File: config.mk
export PLATFORM = sky130hd
export DESIGN_NAME = restricted_double_ended_queue_core
export DESIGN_NICKNAME = d
export VERILOG_FILES = /design/src/rtl/rdq_pkg.sv /design/src/rtl/restricted_double_ended_queue_core.sv
export SDC_FILE = /design/constraint.sdc
export NUM_CORES = 1
export LEC_CHECK = 0
export ABC_AREA = 1
export BUFFER_PORTS_ARGS = -buffer_cell sky130_fd_sc_hd__clkbuf_2
export CELL_PAD_IN_SITES_DETAIL_PLACEMENT = 1
export CELL_PAD_IN_SITES_GLOBAL_PLACEMENT = 1
export CORE_UTILIZATION = 35
export CTS_BUF_LIST = sky130_fd_sc_hd__clkbuf_8
export CTS_CLUSTER_DIAMETER = 60
export DETAILED_ROUTE_END_ITERATION = 12
export PLACE_DENSITY_LB_ADDON = 0.2
export SYNTH_ARGS = -nofsm -noshare
export SYNTH_HDL_FRONTEND = slang
export SYNTH_SLANG_ARGS = --single-unit
export TNS_END_PERCENT = 30
File: constraint.sdc
create_clock -name clk -period 3.6 [get_ports clk]
set_clock_uncertainty 0.2 [all_clocks]
set_input_delay 0.36 -clock clk [delete_from_list [all_inputs] [get_ports clk]]
set_output_delay 0.36 -clock clk [all_outputs]
set_load 0.005 [all_outputs]
File: src/rtl/rdq_pkg.sv
// Shared types and codes for the restricted double-ended queue.
// Holds the request and response word layouts and the operation, status and mode codes.
// Used by rtl/restricted_double_ended_queue_core.sv and rtl/rdq_checker.sv.
`default_nettype none

package rdq_pkg;

	typedef enum logic [1:0] {
		OP_PUSH_REAR  = 2'd0,
		OP_PUSH_FRONT = 2'd1,
		OP_POP_REAR   = 2'd2,
		OP_POP_FRONT  = 2'd3
	} op_t;

	typedef enum logic [1:0] {
		ST_DONE      = 2'd0,
		ST_EMPTY     = 2'd1,
		ST_FULL      = 2'd2,
		ST_FORBIDDEN = 2'd3
	} status_t;

	// Mode value three is treated as unrestricted.
	typedef enum logic [1:0] {
		MODE_FREE       = 2'd0,
		MODE_INPUT_RESTR  = 2'd1,
		MODE_OUTPUT_RESTR = 2'd2,
		MODE_SPARE      = 2'd3
	} mode_t;

	localparam int unsigned WORD_W = 32;
	localparam int unsigned OCC_W  = 5;

	typedef struct packed {
		op_t                      op;
		logic signed [WORD_W-1:0] value;
	} req_t;

	typedef struct packed {
		logic signed [WORD_W-1:0] popped_value;
		status_t                  status;
		logic [OCC_W-1:0]         occupancy;
	} rsp_t;

endpackage

`default_nettype wire

File: src/rtl/restricted_double_ended_queue_core.sv
// Response: a push or a refused request has its response word registered when it is accepted;
// a successful pop registers the entry memory read first and then the response word.
// Throughput: one push or refused request per cycle while out_stall is low; a successful pop
// holds in_stall until the data from the single memory read port reaches the response word.
// Reset: arst_n clears head, tail, count, mode and the valid flags; entry memory is not cleared.
// Depends on rtl/rdq_pkg.sv.
`default_nettype none

module restricted_double_ended_queue_core #(
	parameter int unsigned DEPTH = 16
) (
	input  wire logic         clk,
	input  wire logic         arst_n,
	input  wire logic         in_valid,
	output logic              in_stall,
	input  wire rdq_pkg::req_t in_data,
	output logic              out_valid,
	input  wire logic         out_stall,
	output rdq_pkg::rsp_t     out_data,
	input  wire logic         cfg_valid,
	output logic              cfg_ready,
	input  wire logic [1:0]   cfg_data
);

	localparam int unsigned IW = (DEPTH > 1) ? $clog2(DEPTH) : 1;
	localparam int unsigned CW = $clog2(DEPTH + 1);
	localparam logic [IW-1:0] LAST_IDX = IW'(DEPTH - 1);
	localparam logic [CW-1:0] FULL_CNT = CW'(DEPTH);

	function automatic logic [IW-1:0] idx_next(input logic [IW-1:0] i);
		return (i == LAST_IDX) ? '0 : i + IW'(1);
	endfunction

	function automatic logic [IW-1:0] idx_prev(input logic [IW-1:0] i);
		return (i == '0) ? LAST_IDX : i - IW'(1);
	endfunction

	logic [rdq_pkg::WORD_W-1:0] mem [DEPTH];

	rdq_pkg::mode_t             mode_q;
	logic [IW-1:0]              head_q;
	logic [IW-1:0]              tail_q;
	logic [CW-1:0]              count_q;
	logic                       out_valid_q;
	rdq_pkg::rsp_t              out_data_q;
	logic                       pend_s1;
	rdq_pkg::status_t           status_s1;
	logic [rdq_pkg::OCC_W-1:0]  occ_s1;
	logic [rdq_pkg::WORD_W-1:0] rd_data_s1;

	logic                       accept;
	logic                       is_push;
	logic                       forbidden;
	rdq_pkg::status_t           status_c;
	logic                       ok;
	logic [IW-1:0]              head_nx;
	logic [IW-1:0]              tail_nx;
	logic [CW-1:0]              count_nx;
	logic [IW-1:0]              mem_idx;
	logic                       wr_en;
	logic                       rd_en;

	assign in_stall  = pend_s1 || (out_valid_q && out_stall);
	assign accept    = in_valid && !in_stall;
	assign cfg_ready = 1'b1;
	assign out_valid = out_valid_q;
	assign out_data  = out_data_q;

	always_comb begin
		is_push   = (in_data.op == rdq_pkg::OP_PUSH_REAR) ||
			(in_data.op == rdq_pkg::OP_PUSH_FRONT);
		forbidden = (mode_q == rdq_pkg::MODE_INPUT_RESTR &&
				in_data.op == rdq_pkg::OP_PUSH_FRONT) ||
			(mode_q == rdq_pkg::MODE_OUTPUT_RESTR && in_data.op == rdq_pkg::OP_POP_REAR);

		// Mode check first, then full or empty.
		status_c = rdq_pkg::ST_DONE;
		if (forbidden) begin
			status_c = rdq_pkg::ST_FORBIDDEN;
		end else if (is_push && count_q == FULL_CNT) begin
			status_c = rdq_pkg::ST_FULL;
		end else if (!is_push && count_q == '0) begin
			status_c = rdq_pkg::ST_EMPTY;
		end
		ok = (status_c == rdq_pkg::ST_DONE);

		head_nx = head_q;
		tail_nx = tail_q;
		mem_idx = tail_q;
		unique case (in_data.op)
			rdq_pkg::OP_PUSH_REAR: begin
				mem_idx = tail_q;
				tail_nx = idx_next(tail_q);
			end
			rdq_pkg::OP_PUSH_FRONT: begin
				mem_idx = idx_prev(head_q);
				head_nx = idx_prev(head_q);
			end
			rdq_pkg::OP_POP_REAR: begin
				mem_idx = idx_prev(tail_q);
				tail_nx = idx_prev(tail_q);
			end
			rdq_pkg::OP_POP_FRONT: begin
				mem_idx = head_q;
				head_nx = idx_next(head_q);
			end
			default: begin
				mem_idx = tail_q;
			end
		endcase

		if (!ok) begin
			count_nx = count_q;
		end else if (is_push) begin
			count_nx = count_q + CW'(1);
		end else begin
			count_nx = count_q - CW'(1);
		end

		wr_en = accept && ok && is_push;
		rd_en = accept && ok && !is_push;
	end

	// Entry memory: one port, pushes and pops never share a cycle.
	always_ff @(posedge clk) begin
		if (wr_en) begin
			mem[mem_idx] <= in_data.value;
		end
		if (rd_en) begin
			rd_data_s1 <= mem[mem_idx];
		end
	end

	always_ff @(posedge clk or negedge arst_n) begin
		if (!arst_n) begin
			mode_q      <= rdq_pkg::MODE_FREE;
			head_q      <= '0;
			tail_q      <= '0;
			count_q     <= '0;
			out_valid_q <= 1'b0;
			pend_s1     <= 1'b0;
		end else begin
			if (cfg_valid && cfg_ready) begin
				mode_q <= rdq_pkg::mode_t'(cfg_data);
			end
			if (accept) begin
				if (ok) begin
					head_q  <= head_nx;
					tail_q  <= tail_nx;
					count_q <= count_nx;
				end
				// A pop waits in pend_s1 for its registered read data; the output is free meanwhile.
				pend_s1     <= rd_en;
				out_valid_q <= !rd_en;
			end else if (pend_s1) begin
				pend_s1     <= 1'b0;
				out_valid_q <= 1'b1;
			end else if (out_valid_q && !out_stall) begin
				out_valid_q <= 1'b0;
			end
		end
	end

	always_ff @(posedge clk) begin
		if (accept) begin
			status_s1 <= status_c;
			occ_s1    <= rdq_pkg::OCC_W'(count_nx);
			if (!rd_en) begin
				out_data_q.popped_value <= '0;
				out_data_q.status       <= status_c;
				out_data_q.occupancy    <= rdq_pkg::OCC_W'(count_nx);
			end
		end else if (pend_s1) begin
			out_data_q.popped_value <= rd_data_s1;
			out_data_q.status       <= status_s1;
			out_data_q.occupancy    <= occ_s1;
		end
	end

endmodule

`default_nettype wire

==> run metrics, run 1 <==
status complete, no violations; full die area about 76,000 µm²; Critical Path Source tail_q[0]; largest net degree at the start of global routing 133; layout cells sized above 1 roughly an eighth; FF+latch count, synth 607; NumNets Final roughly 2,700; fin cells approximately 3,700; Synth Cell Area around 26,000 µm²; warnings from Yosys 0; CTS Buffer Depth 3; Final period util 84.2%; maximum vdd ir drop 0.453 mV; DR pass1 iterations 5; total grt overflow 0; Hold Path Class in -> reg; post-synth cell types 41; Port Buf Inserts slightly above 80; Worst-Skew Late Latency 0.70 ns; post-DP HPWL around 40 mm; DP Cell Count about 3,400; worst-path maximum fanout 28; Reg clk slew, reported paths ~0.060 ns; die span in x 275 µm; Root Buffer clkbuf_8; num ports 83; WS Path Type reg -> reg; Worst Path Arrival 3.24 ns; Hold Vio Cnt, Final 0; final setup fails 0; first-pass GRT wire length 114 mm; H-tree depth 3; Residual DRC 0; area share of the largest cell type after synthesis 67.8%; Placement Setup Slack between 0.5 and 0.6 ns; syn_area_per_cell 10.6 µm²; CTS sink cnt 607; Post-synth ARST share between 2 and 3%; Final Wtd Congestion between 0.7 and 0.8; fin worst setup slack 0.570 ns; top area cells in the synthesized netlist edfxtp_1 (68%), nand2_1 (17%), nand3_1 (5.1%); startpoint types register; initial antenna violation count 1; post-route ant nets 0; Max Fclk 0.330 GHz; die height 275 µm; FF-to-FF Start tail_q[0]; max-slew violation count 0; Pwr Density 679 nW/µm²; EDFF count, synth 590; ys flop type edfxtp_1; cts bufs inserted 104; Core ar. 73,500 µm²; Crit. End Element register; CTS tree built; Initial Util 35.6%; synth-to-layout area growth 15.8%; Tmin final 3.03 ns; initial DRC count between 1,000 and 1,500; area leader, netlist edfxtp_1; overall routing resource usage 20.1%; most frequent cells in the layout nand2_1 (1,214), edfxtp_1 (590), nand3_1 (266), inv_1 (136), clkbuf_8 (111); Slew @ Worst Pin 0.839 ns; Mapped Cells 2,465; Setup TNS 0 ns; final wirelength 74.7 mm; max_cap viols 0; RSZ-0062 raised after global routing false; Lkg Pwr 0.0127 µW; vias per cell 4.92; Site Rows 99; syn_nets 2,514; commonest non-fill, non-tap cell in the layout nand2_1; Vias 18,036; Slew HR a little over two fifths; vias in the first global route 19,002; Critical Path RT 3.81 ns; WL/cell 20.4 µm; Hold Startpoint in_valid; post-synthesis sequential area ratio 69.4%
power by group:
group	internal [µW]	leakage, µW	switching, µW
Sequential	8330	0.00556	185
Combinational	1760	0.00603	4450
Clock	2970	0.00109	2860
Total	13100	0.0127	7490
worst paths after layout:
path                                end  slack, ns  cells after the start
setup reg to reg            mem[15][30]       0.57                     11
setup / recovery            mem[15][30]       0.57                     11
hold / removal                occ_s1[4]        0.1                      4
max in group asynchronous    count_q[2]       2.03                      3
hold reg to reg            out_data[17]       0.29                      2
min in group asynchronous     mode_q[1]       0.64                      3
metal layers:
metal / part of all wire [%] / GRT usage (%)
met1: 45 / 25.8
met2: 49 / 34.8
met3: 3.9 / 3.09
met4: 2.3 / 6.38
met5: 0 / 0
cells by family after synthesis:
group           synth area share (%)
simple gates                    23.9
flops                           69.4
buf+inv                         5.08
compound gates                 0.838
xor+xnor                       0.302
fa+ha+maj                      0.412
other cells                   0.0143
mux                           0.0431
Yosys cell counts, types with 11 or more instances:
library cell  instances
buf_2                87
buf_6                26
clkbuf_1             11
dfrtp_1              17
edfxtp_1            590
inv_1               108
inv_2                22
nand2_1            1214
nand3_1             266
nor2_1               29
o21ai_0              22
worst max-delay path: stages (launching register included):
cell and delay (ns):
dfrtp_1 0.42, inv_1 0.24, ha_1 0.25, nand3_1 0.09
nand2_1 0.08, nand2_2 0.08, nand3_4 0.13, nand2_8 0.19
inv_1 0.17, nand3_2 0.22, nor2_4 0.42, buf_4 0.23
cell type report:
class | count | area, µm²
Clock buffer | 111 | 1530
Sequential cell | 607 | 18100
Antenna cell | 2 | 5.00
Tap cell | 959 | 1200
Multi-Input combinational cell | 1593 | 6850
Fill cell | 8106 | 43200
Inverter | 133 | 504
Clock inverter | 79 | 372
Timing Repair Buffer | 184 | 1660
timing repair:
item                      CTS  global route
hold buffers               43             0
gates resized for setup     0             0
setup buffers               0             0
hold endpoints to repair  541             0
per-stage QoR:
stage | hold slack [ns] | cell area, µm² | util [%] | power [µW]
floorplan | -0.136 | 26100 | - | 12900
global placement | 0.134 | 27900 | 38.0 | 14800
detailed placement | 0.137 | 27900 | 38.0 | 14900
CTS | 0.0416 | 30300 | 41.2 | 20900
global route | 0.0963 | 30300 | 41.2 | 21900
finish | 0.0996 | 30300 | 41.2 | 20600
state kept, by name, summed over array words and instances, names as in the netlist:
signal,count
count_q,5
head_q,4
mem,512
mode_q,2
occ_s1,5
out_data,39
out_valid,1
pend_s1,1
rd_data_s1,32
status_s1,2
tail_q,4
Power figures use the tool's default switching activity.
==> inputs of run 2 (changes only) <==
==> constraint.sdc (replaced) <==
create_clock -name clk -period 2.54 [get_ports clk]
set_clock_uncertainty 0.2 [all_clocks]
set_input_delay 0.254 -clock clk [delete_from_list [all_inputs] [get_ports clk]]
set_output_delay 0.254 -clock clk [all_outputs]
set_load 0.005 [all_outputs]
==> run 2 against run 1 <==
  * Non-clock buffer count increased by 161
  * The flow now finishes with violations (negative setup slack)
  * Worst setup slack worse by 0.63 ns
  * Critical path depth grew 4
  * Die area is the same
  * Worst hold slack improved by 0.074 ns
  * First-iteration DRC count increased by 6.9%
  * Flip-flop and latch count stayed put
  * Final area up 8.7%
  * Maximum frequency grew 17%
  * Final cell count rose by 4.6%
  * Sequential share of layout area decreased by 4.8 points
  * Via count increased by 4.6%
==> run metrics, run 2 (synthesis gave the netlist of run 1 again) <==
synth-to-layout area growth 25.9%; fin cells around 3,800; Port Buf Inserts slightly above 80; WS Path Type reg -> reg; Initial Util 35.6%; Worst-Skew Late Latency 0.72 ns; crit path cell chain inv_2 -> ha_4 -> inv_2 -> nor2_4 -> nor2_1 -> nand2_1 -> o211ai_1 -> nand2_2 -> nor3_4 -> buf_4 -> nor2_4 -> inv_4 -> nor2_4 -> buf_12 -> clkbuf_16; fillers approximately 8,000; Slew HR between 30% and 40%; most frequent cells in the layout nand2_1 (1,192), edfxtp_1 (590), nand3_1 (254), inv_1 (130), clkbuf_8 (109); maximum vdd ir drop between 0.4 and 0.5 mV; CP dominant cell by count nor2_4; met1 WL 37.2 mm; post-DP HPWL 47.5 mm; commonest non-fill, non-tap cell in the layout nand2_1; Core ar. 73,500 µm²; Core Util, Final 44.8%; internal power 20,100 µW; Comb pwr share 36.1%; failing checks negative setup slack; cts bufs inserted 107; largest net degree at the start of global routing 87; Pwr Density 963 nW/µm²; Clock Power Share 25.9%; register area 18,100 µm²; CTS sink cnt 607; switching power 11,500 µW; max_cap viols 0; DR WL met3 2.80 mm; Reg clk slew, reported paths 0.06 ns; Lkg Pwr 0.0139 µW; Hold Path Class in -> reg; CP delay by family, top buffers and inverters; Vias about 19,000; Residual DRC 0; DP Cell Count 3,532; Critical Path RT between 2 and 3 ns; NumNets Final 2,837; DR pass1 iterations 5; post-route ant nets 0; routed wl met2 39.9 mm; CTS tree built; worst-path maximum fanout 12; initial antenna violation count 1; fin worst setup slack -0.0590 ns; startpoint types register; overall routing resource usage 21.0%; Final Wtd Congestion slightly below 0.8; multi-input logic area 7070 µm²; WP buf/inv 6; CTS Buffer Depth 3; final wirelength 82.5 mm; Site Rows 99; WL/cell 21.5 µm; final setup fails 105; full die area 75,800 µm²; Hold Vio Cnt, Final 0; max-slew violation count 0; Root Buffer clkbuf_8; Pwr Total about 32,000 µW; number of flip-flops in the largest register 512; die span in x 275 µm; DR top layer met4; vias per cell 4.92; Slew @ Worst Pin 0.958 ns; total grt overflow 0; die height about 280 µm; status complete, but fails checks; Tmin final 2.60 ns; worst stage delay on the critical path 0.40 ns; switch share between 30% and 40%; Final period util 102%; Slowest cell on crit path dfrtp_1; H-tree depth 3; Crit. End Element register; vias in the first global route 19,596; Worst Path Arrival 2.82 ns; Placement Setup Slack -0.0700 ns; Setup TNS -2.04 ns; Max Fclk 0.385 GHz; first-pass GRT wire length approximately 120 mm; layout cells sized above 1 roughly a fifth; Reg with most FFs mem; initial DRC count about 1,100; RSZ-0062 raised after global routing true; sequential share of power around 38%; num ports 83
## run 2: cell types whose count changed in the layout (fill, tap and decap cells not counted), moves of 8 or more
cell / delta
buf_4: +66
buf_12: +42
clkbuf_16: +23
nand2_1: -22
nand2_2: +21
buf_6: +17
nand3_1: -12
buf_16: +8
nand3_2: +8
## run 2: tightest hold or removal path: cells and delay by family
kind | cells | cell delay, ns
buf+inv | 2 | 0.68
compound gates | 1 | 0.11
## run 2: per-layer routing
metal | vias up | track usage [%]
li1 | 8838 | -
met1 | 9508 | 27.7
met2 | 370 | 35.2
met3 | 154 | 3.15
met4 | 0 | 7.18
met5 | - | 0
## run 2: final timing paths
kind | end | from | cells after the start | slack, ns
min | mode_q[1] | cfg_valid | 3 | 0.17
max reg2reg | mem[9][26] | tail_q[1] | 15 | -0.06
max | mem[9][26] | tail_q[1] | 15 | -0.06
min reg2reg | out_data[9] | rd_data_s1[2] | 2 | 0.31
max in group asynchronous | out_valid | arst_n | 3 | 0.94
min in group asynchronous | count_q[4] | arst_n | 3 | 0.61
## run 2: layout make-up
type                            count  area share [%]
Clock buffer                      109            4.56
Antenna cell                        1         0.00761
Multi-Input combinational cell   1594            21.5
Timing Repair Buffer              345            12.3
Sequential cell                   607            55.2
Inverter                          133            1.57
Clock inverter                     88            1.22
Tap cell                          959            3.65
## run 2: power by group through the flow
stage / logic, µW / registers (µW) / clock network [µW]
after floorplan: 6250 / 12200 / 0
after global placement: 10200 / 12200 / 0
after detailed placement: 10300 / 12300 / 0
after CTS: 10700 / 12100 / 8440
after global routing: 12600 / 12100 / 8810
final: 11400 / 12100 / 8190
## run 2: what timing repair did
item,4_1_cts,5_1_grt
setup endpoints to repair,334,541
gates cloned,6,24
hold endpoints to repair,552,0
setup buffers,18,16
pin swaps,12,39
hold buffers,44,0
gates resized for setup,17,67
## run 2: stage by stage
step           hold slack (ns)  area (µm²)
3_3_place_gp            0.0398       29200
5_1_grt                  0.157       32900
3_5_place_dp            0.0610       29200
4_1_cts                 0.0625       32000
6_report                 0.174       32900
2_1_floorplan           -0.242       26400
